==> src/sv/bcg_pkg.sv <==
// ----------------------------------------------------------------------------
// bcg_pkg
// Shared types, register codes, state encodings and rounding helper of the
// bond cylinder glyph generator.
// ----------------------------------------------------------------------------
package bcg_pkg;

  // largest bond order that is expanded into cylinders
  localparam int unsigned MAX_ORDER = 7;

  // ceil(2^32 / 10), exact floor division by ten for values below 2^29
  localparam logic [28:0] RECIP_TEN = 29'd429496730;

  // 1.0 in Q1.30
  localparam logic [31:0] DIR_ONE = 32'h4000_0000;

  // last step of the shared multiplier sequence
  localparam logic [2:0] MUL_LAST = 3'd7;

  // register reset values
  localparam logic [23:0] RADIUS_RESET = 24'd8192;
  localparam logic [23:0] COLOR_RESET  = 24'h404040;

  // one bond, input beat
  typedef struct packed {
    logic signed [31:0] begin_x;
    logic signed [31:0] begin_y;
    logic signed [31:0] begin_z;
    logic signed [31:0] end_x;
    logic signed [31:0] end_y;
    logic signed [31:0] end_z;
    logic [2:0]         bond_order;
    logic [7:0]         begin_element;
    logic [7:0]         end_element;
    logic [23:0]        bond_index;
  } bond_t;

  // one cylinder, output beat
  typedef struct packed {
    logic signed [31:0] center_x;
    logic signed [31:0] center_y;
    logic signed [31:0] center_z;
    logic signed [31:0] dir_x;
    logic signed [31:0] dir_y;
    logic signed [31:0] dir_z;
    logic [31:0]        cyl_length;
    logic [23:0]        cyl_color;
    logic [24:0]        selection_id;
    logic               last;
  } glyph_t;

  // configuration registers
  typedef struct packed {
    logic        multi_bonds;
    logic        color_by_atom;
    logic [23:0] bond_radius;
    logic [23:0] bond_color;
    logic [23:0] atom_count;
  } cfg_t;

  typedef enum logic [2:0] {
    CFG_MULTI_BONDS   = 3'd0,
    CFG_COLOR_BY_ATOM = 3'd1,
    CFG_BOND_RADIUS   = 3'd2,
    CFG_BOND_COLOR    = 3'd3,
    CFG_ATOM_COUNT    = 3'd4
  } cfg_reg_t;

  typedef enum logic [2:0] {
    S_IDLE,
    S_DIR_GO,
    S_DIR_WAIT,
    S_CROSS_GO,
    S_CROSS_WAIT,
    S_MUL,
    S_EMIT
  } ctrl_state_t;

  typedef enum logic [2:0] {
    NS_IDLE,
    NS_SCALE,
    NS_SQUARE,
    NS_ROOT,
    NS_DLOAD,
    NS_DIVIDE
  } norm_state_t;

  // controller to datapath
  typedef struct packed {
    logic       capture;
    logic       norm_start;
    logic       norm_sel;
    logic       latch_dir;
    logic       latch_cross;
    logic       mul_run;
    logic [2:0] mul_step;
    logic       emit;
    logic [2:0] emit_j;
    logic       emit_k;
    logic       emit_last;
  } dp_cmd_t;

  // datapath to controller
  typedef struct packed {
    logic       norm_done;
    logic       spread;
    logic [2:0] order;
    logic       out_free;
  } dp_status_t;

  // round x / 2^sh to nearest, ties away from zero
  function automatic logic signed [65:0] round_shift(input logic signed [65:0] x,
                                                    input int unsigned sh);
    logic signed [65:0] half;
    half = 66'sd1 <<< (sh - 1);
    if (x[65]) begin
      half = half - 66'sd1;
    end
    return (x + half) >>> sh;
  endfunction

endpackage

==> src/sv/bcg_ctrl.sv <==
// ----------------------------------------------------------------------------
// bcg_ctrl
// Controller: accepts a bond, sequences one or two normalizations (the second
// only for a spread bond) and the multiplier steps, then walks cylinders and
// halves to emit beats.
module bcg_ctrl (
  input  logic                clk,
  input  logic                rst,
  input  bcg_pkg::cfg_t       cfg,
  input  logic                bond_valid,
  input  logic [2:0]          bond_order,
  output logic                bond_stall,
  input  bcg_pkg::dp_status_t status,
  output bcg_pkg::dp_cmd_t    cmd
);

  bcg_pkg::ctrl_state_t state, state_next;
  logic [2:0] mul_step, mul_step_next;
  logic [2:0] cyl_j, cyl_j_next;
  logic       half_k, half_k_next;
  logic       is_last;

  // control registers
  always_ff @(posedge clk) begin
    if (rst) begin
      state    <= bcg_pkg::S_IDLE;
      mul_step <= '0;
      cyl_j    <= '0;
      half_k   <= 1'b0;
    end else begin
      state    <= state_next;
      mul_step <= mul_step_next;
      cyl_j    <= cyl_j_next;
      half_k   <= half_k_next;
    end
  end

  assign is_last = (cyl_j == status.order - 3'd1) && (half_k == cfg.color_by_atom);

  // next state and commands
  always_comb begin
    state_next    = state;
    mul_step_next = mul_step;
    cyl_j_next    = cyl_j;
    half_k_next   = half_k;
    bond_stall    = 1'b1;
    cmd           = '0;
    cmd.mul_step  = mul_step;
    cmd.emit_j    = cyl_j;
    cmd.emit_k    = half_k;
    cmd.emit_last = is_last;
    unique case (state)
      bcg_pkg::S_IDLE: begin
        bond_stall = 1'b0;
        if (bond_valid) begin
          cmd.capture = 1'b1;
          if (bond_order != 3'd0) state_next = bcg_pkg::S_DIR_GO;
        end
      end
      bcg_pkg::S_DIR_GO: begin
        cmd.norm_start = 1'b1;
        state_next     = bcg_pkg::S_DIR_WAIT;
      end
      bcg_pkg::S_DIR_WAIT: begin
        if (status.norm_done) begin
          cmd.latch_dir = 1'b1;
          mul_step_next = '0;
          state_next    = status.spread ? bcg_pkg::S_CROSS_GO : bcg_pkg::S_MUL;
        end
      end
      bcg_pkg::S_CROSS_GO: begin
        cmd.norm_start = 1'b1;
        cmd.norm_sel   = 1'b1;
        state_next     = bcg_pkg::S_CROSS_WAIT;
      end
      bcg_pkg::S_CROSS_WAIT: begin
        cmd.norm_sel = 1'b1;
        if (status.norm_done) begin
          cmd.latch_cross = 1'b1;
          mul_step_next   = '0;
          state_next      = bcg_pkg::S_MUL;
        end
      end
      bcg_pkg::S_MUL: begin
        cmd.mul_run = 1'b1;
        if (mul_step == bcg_pkg::MUL_LAST) begin
          cyl_j_next  = '0;
          half_k_next = 1'b0;
          state_next  = bcg_pkg::S_EMIT;
        end else begin
          mul_step_next = mul_step + 3'd1;
        end
      end
      bcg_pkg::S_EMIT: begin
        if (status.out_free) begin
          cmd.emit = 1'b1;
          if (is_last) begin
            state_next = bcg_pkg::S_IDLE;
          end else if (half_k != cfg.color_by_atom) begin
            half_k_next = 1'b1;
          end else begin
            half_k_next = 1'b0;
            cyl_j_next  = cyl_j + 3'd1;
          end
        end
      end
      default: state_next = bcg_pkg::S_IDLE;
    endcase
  end

`ifndef SYNTHESIS
  // a beat is loaded only into a free output register
  assert property (@(posedge clk) disable iff (rst) cmd.emit |-> status.out_free)
    else $error("beat emitted into a busy output register");

  // a bond with cylinders to draw holds off the next one
  assert property (@(posedge clk) disable iff (rst)
    (bond_valid && !bond_stall && bond_order != 3'd0) |=> bond_stall)
    else $error("new bond taken while one is in work");

  // the final beat of a bond frees the input
  assert property (@(posedge clk) disable iff (rst)
    (cmd.emit && cmd.emit_last) |=> !bond_stall)
    else $error("input not released after the final beat");

  // a normalizer start is always followed by one of its wait states
  assert property (@(posedge clk) disable iff (rst)
    cmd.norm_start |=> (state == bcg_pkg::S_DIR_WAIT || state == bcg_pkg::S_CROSS_WAIT))
    else $error("normalizer start without a wait state");
`endif

endmodule
==> config.mk <==
export PLATFORM = sky130hd
export DESIGN_NAME = bcg_ctrl
export DESIGN_NICKNAME = d
export VERILOG_FILES = /design/src/sv/bcg_pkg.sv /design/src/sv/bcg_ctrl.sv
export SDC_FILE = /design/constraint.sdc
export NUM_CORES = 1
export LEC_CHECK = 0
export BUFFER_PORTS_ARGS = -buffer_cell sky130_fd_sc_hd__clkbuf_2
export CAP_MARGIN = 20
export CORE_UTILIZATION = 30
export CTS_BUF_LIST = sky130_fd_sc_hd__clkbuf_8
export DETAILED_ROUTE_END_ITERATION = 16
export GPL_ROUTABILITY_DRIVEN = 0
export PLACE_DENSITY = 0.77
export SYNTH_ARGS = -nofsm -noshare
export SYNTH_HDL_FRONTEND = slang
export SYNTH_SLANG_ARGS = --single-unit
==> constraint.sdc <==
create_clock -name clk -period 2.2 [get_ports clk]
set_input_delay 0.11 -clock clk [delete_from_list [all_inputs] [get_ports clk]]
set_output_delay 0.11 -clock clk [all_outputs]
set_load 0.01 [all_outputs]
# Word-level counts from Yosys, hierarchy flattened
# Cells that the tools add are included.
[totals] word_cells=73 inputBits=86 out_inout_bits=16 reg_bits=10
[classes] addsub=3 mux=33 eq_ne=21 reduce_logical=12
[op_table] cell="$mux 3" count=14
[op_table] cell="$pmux 3 s7" count=1
[op_table] cell="$ne 2x2->1 const B" count=10
[op_table] cell="$mux 1" count=15
[op_table] cell="$eq 3x3->1 const B" count=4
[op_table] cell="$pmux 3 s2" count=2
[op_table] cell="$reduce_and 7->1" count=1
[op_table] cell="$add 3x1->3 const B" count=2
[op_table] cell="$eq 3x2->1 const B" count=2
[op_table] cell="$reduce_or 2->1" count=3
[op_table] cell="$reduce_and 5->1" count=1
[op_table] cell="$reduce_and 4->1" count=1
[op_table] cell="$reduce_bool 2->1" count=2
[op_table] cell="$eq 3x1->1 const B" count=1
[op_table] cell="$eq 3x3->1" count=1
[op_table] cell="$logic_not 3->1" count=1
[op_table] cell="$reduce_and 3->1" count=1
[op_table] cell="$reduce_bool 3->1" count=1
[op_table] cell="$sub 3x1->3 const B" count=1
[op_table] cell="$ne 2x1->1 const B" count=1
[op_table] cell="$pmux 1 s2" count=1
[op_table] cell="$eq 1x1->1" count=1
[op_table] cell="$logic_and 1x1->1" count=1
[op_table] cell="$ne 1x1->1" count=1

# Logic depth before layout (Yosys ltp)
[logic_depth] word_depth=6 mapped_depth=6 depth_no_buf=6

# Least setup slack after synthesis
# OpenSTA, ideal clock, no wires.
[synth_timing] path_kind="register to register" start="reg cyl_j[2]" end="reg cyl_j[0]" setup_slack_ps=462 setup_ps=121 t_required_ps=2079 n_path_buf=0 path_stages_with_launch=5 period_less_slack_ps=1738 t_arrival_ps=1617 cell_sequence="dfxtp_1 xnor3_1 and4b_4 nor3_2 mux2_2"
[synth_between] elab_chain_cells=4
[synth_lines] item="start: declaration" line="bcg_ctrl.sv:19" rtl="logic [2:0] cyl_j, cyl_j_next;"
[synth_lines] item="start signal: assignment" line="bcg_ctrl.sv:33" rtl="cyl_j <= cyl_j_next;"
[synth_lines] item="$eq 3x3->1" line="bcg_ctrl.sv:38" rtl="assign is_last = (cyl_j == status.order - 3'd1) && (half_k == cfg.color_by_atom);"
[synth_lines] item="$logic_and 1x1->1" line="bcg_ctrl.sv:38"
[synth_lines] item="$ne 2x2->1 (no source line)"
[synth_lines] item="$reduce_and 5->1 (no source line)"
# Every way passes these cells.
# A chain may end at the register's enable or synchronous reset.

# Worst setup path in the final report
[layout_timing] start="reg mul_step[0]" end="reg cyl_j[0]"
[layout_between] elab_chain_cells=3
[layout_lines] item="start: declaration" line="bcg_ctrl.sv:18" rtl="logic [2:0] mul_step, mul_step_next;"
[layout_lines] item="start signal: assignment" line="bcg_ctrl.sv:32" rtl="mul_step <= mul_step_next;"
[layout_lines] item="$eq 3x3->1" line="bcg_ctrl.sv:86" rtl="if (mul_step == bcg_pkg::MUL_LAST) begin"
[layout_lines] item="$ne 2x2->1 (no source line)"
[layout_lines] item="$reduce_and 5->1 (no source line)"
# Every way passes these cells.

==> results.sh <==
export IMPL_finalNetCount=212
export IMPL_reg2reg_depth=6
export IMPL_cp_max_fo=4
export IMPL_p_sw_w=0.0001442
export IMPL_tns_ns=0
export IMPL_critPathLaunchType="flip-flop"
export IMPL_cts_buffers=3
export IMPL_fin_util_pct=39.96
export IMPL_pwr_share_seq_pct=38.1
export IMPL_comb_power_share_pct=17.7
export IMPL_clock_latency_ns=0.24
export IMPL_dr_max_layer_used="met4"
export IMPL_slew_viol_final=0
export IMPL_wl_per_cell_um=11.68
export IMPL_ant_nets=0
export IMPL_synth_distinct_cells=34
export IMPL_wirelength_mm=1.764
export IMPL_vias=759
export IMPL_worstPathRequired_ns=2.33
export IMPL_cts_repair_resized=0
export IMPL_status="finished, final reports clean"
export IMPL_synthCells=95
export IMPL_portBuffers=28
export IMPL_hp_start="rst"
export IMPL_startpoint="mul_step[0]"
export IMPL_root_buffer="clkbuf_8"
export IMPL_ys_warnings_count=0
export IMPL_ios=102
export IMPL_min_path_type="input port to flip-flop"
export IMPL_netlist_area_um2=778.2
export IMPL_rsz0062_at_grt="no"
export IMPL_die_h_um=52.93
export IMPL_diodes=0
export IMPL_grt_pass1_wl_mm=2.746
export IMPL_reg2reg_to="cyl_j[0]"
export IMPL_clk_pin_slew_ns=0.05
export IMPL_grtUsageTotal_pct=13.68
export IMPL_area_growth_pct=26.05
export IMPL_rows=18
export IMPL_ys_seq_area_share_pct=25.72
export IMPL_drtPass1Iterations=4
export IMPL_antenna_found_initial=0
export IMPL_drc=0
export IMPL_first_global_vias=632
export IMPL_wl_met1_um=773
export IMPL_cts_setup_buffers=0
export IMPL_netSwitchingFraction_pct=27.01
export IMPL_grt_overflow=0
export IMPL_cts_tree="yes"
export IMPL_maxCapViolCount=0
export IMPL_grt_max_degree=18
export IMPL_setup_viol=0
export IMPL_path_class="flip-flop to flip-flop"
export IMPL_first_iter_violations=7
export IMPL_wl_met2_um=855
export IMPL_syn_nets=185
export IMPL_p_leak_nw=0.4718
export IMPL_route_met3_wl_um=111
export IMPL_cts_sinks=10
export IMPL_whs_path_depth=2
export IMPL_viasPerCell=5.026
export IMPL_worstPathArrival_ns=1.97
export IMPL_reg2reg_slack_ns=0.36
export IMPL_cts_hold_buf=0
export IMPL_worstReg2RegStart="mul_step[0]"
export IMPL_worst_pin_slew_ns=0.4875
export IMPL_peakVddDrop_mv=0.2852
export IMPL_fill_cells=260
export IMPL_internal_power_w=0.0003896
export IMPL_dp_hpwl_mm=1.300
export IMPL_dieArea_mm2=0.002802
export IMPL_die_x_um=52.93
export IMPL_final_layout_size_suffix_gt1_share_pct=31.40
export IMPL_clkPwrFrac_pct=44.2
export IMPL_fmax_ghz=0.5434
export IMPL_cp_end_kind="flip-flop"
export IMPL_hold_end="mul_step[1]"
export IMPL_hold_violations=0
export IMPL_fin_crit_sh_pct=83.66
export IMPL_core_area_mm2=0.002455
export IMPL_ys_ff_latch=10
export IMPL_start_util_pct=31.70
export IMPL_ctsLongestPathBuffers=2
export IMPL_postSynthAreaPerCell_um2=8.192
export IMPL_cts_htree_levels=1
export IMPL_slew_headroom_pct=67.15
export IMPL_p_per_area_mw_per_mm2=544.2
export IMPL_hold_ws_ns=0.2077
export IMPL_period_needed_ns=1.840
export IMPL_clock_skew_ns=0.001250
-- per-stage QoR --
step / power [W] / std cells / worst slack (ns) / instance area [um2]
6_report: 0.0005338 / 151 / 0.3596 / 980.9
5_1_grt: 0.0005614 / 151 / 0.2247 / 980.9
4_1_cts: 0.0005428 / 151 / 0.3553 / 980.9
3_5_place_dp: 0.0003002 / 147 / 0.3790 / 925.9
3_3_place_gp: 0.0002967 / 147 / 0.3954 / 925.9
2_1_floorplan: 0.0002670 / 95 / 0.4619 / 778.2
-- per-layer routing --
layer  global-route usage [%]  vias to the layer above
li1                         -                      392
met1                    16.15                      335
met2                    22.78                       28
met3                    2.586                        4
met4                    7.895                        0
met5                        0                        -
-- worst max path at each step --
stage                to  slack (ns)  cells after the start
6_report       cyl_j[0]        0.36                      6
5_1_grt        cyl_j[0]        0.22                      4
4_1_cts        cyl_j[0]        0.36                      4
3_5_place_dp   cyl_j[0]        0.38                      4
3_3_place_gp   cyl_j[0]        0.40                      6
2_1_floorplan  cyl_j[0]        0.46                      4
-- critical path: stages (launching register included) --
cell     delay [ns]
dfxtp_1        0.33
ha_1           0.20
ha_1           0.18
and3b_1        0.17
o21ai_0        0.41
nor3_2         0.13
mux2_2         0.29
-- cell usage after synthesis --
library cell / instances / area (um2)
a211oi_1: 1 / 7.510
a21o_2: 1 / 8.760
a21oi_1: 9 / 45.04
a41oi_1: 1 / 8.760
and2_1: 1 / 6.260
and3b_1: 3 / 26.28
and4_2: 1 / 10.01
and4b_4: 1 / 13.76
buf_4: 2 / 15.01
clkbuf_1: 4 / 15.01
dfxtp_1: 10 / 200.2
ha_1: 4 / 50.05
inv_1: 8 / 30.03
mux2_2: 1 / 11.26
mux2i_1: 4 / 40.04
nand2_1: 2 / 7.510
nand2b_1: 2 / 12.51
nand3_1: 3 / 15.01
nand3b_1: 4 / 30.03
nor2_1: 4 / 15.01
nor2b_1: 8 / 50.05
nor3_1: 1 / 5.000
nor3_2: 1 / 10.01
nor4_1: 2 / 12.51
o2111ai_1: 2 / 17.52
o21ai_0: 6 / 30.03
o22ai_1: 1 / 6.260
o31ai_1: 1 / 7.510
or3_1: 1 / 6.260
or3b_2: 1 / 8.760
or4_1: 1 / 7.510
xnor2_1: 1 / 8.760
xnor3_1: 1 / 22.52
xor2_1: 2 / 17.52
-- power groups by stage --
stage          Combinational [W]  Sequential [W]  Clock [W]
3_3_place_gp           0.0000912        0.000206          0
2_1_floorplan          0.0000723        0.000195          0
3_5_place_dp           0.0000939        0.000206          0
5_1_grt                 0.000104        0.000206   0.000251
4_1_cts                0.0000953        0.000203   0.000245
6_report               0.0000947        0.000203   0.000236
-- cells in the final DEF (no fill, tap or decap), drive strengths merged, types with 3 or more instances in the layout --
master	n
a21oi	9
and3b	3
clkbuf	32
dfxtp	10
ha	4
inv	8
mux2i	4
nand3	3
nand3b	4
nor2	4
nor2b	8
o21ai	6
-- cell type report --
type | count | area, um2 | area share [%]
clock buffers | 4 | 55.05 | 5.612
inverters | 8 | 30.03 | 3.061
multi-input cells | 71 | 518.0 | 52.81
flip-flops and latches | 10 | 200.2 | 20.41
well taps | 30 | 37.54 | 3.827
repair buffers | 28 | 140.1 | 14.29
-- cells by family after synthesis --
logic type      after synthesis  synth area share [%]
mux                           5                 6.592
flops                        10                 25.72
xor+xnor                      4                 6.271
compound gates               22                 16.88
simple gates                 36                 30.39
fa+ha+maj                     4                 6.431
buf+inv                      14                 7.716
-- registers in the layout (all words and copies together), names as in the netlist --
register	flops
cyl_j	3
state	3
half_k	1
mul_step	3
No activity file was read; power rests on OpenSTA's default activity.
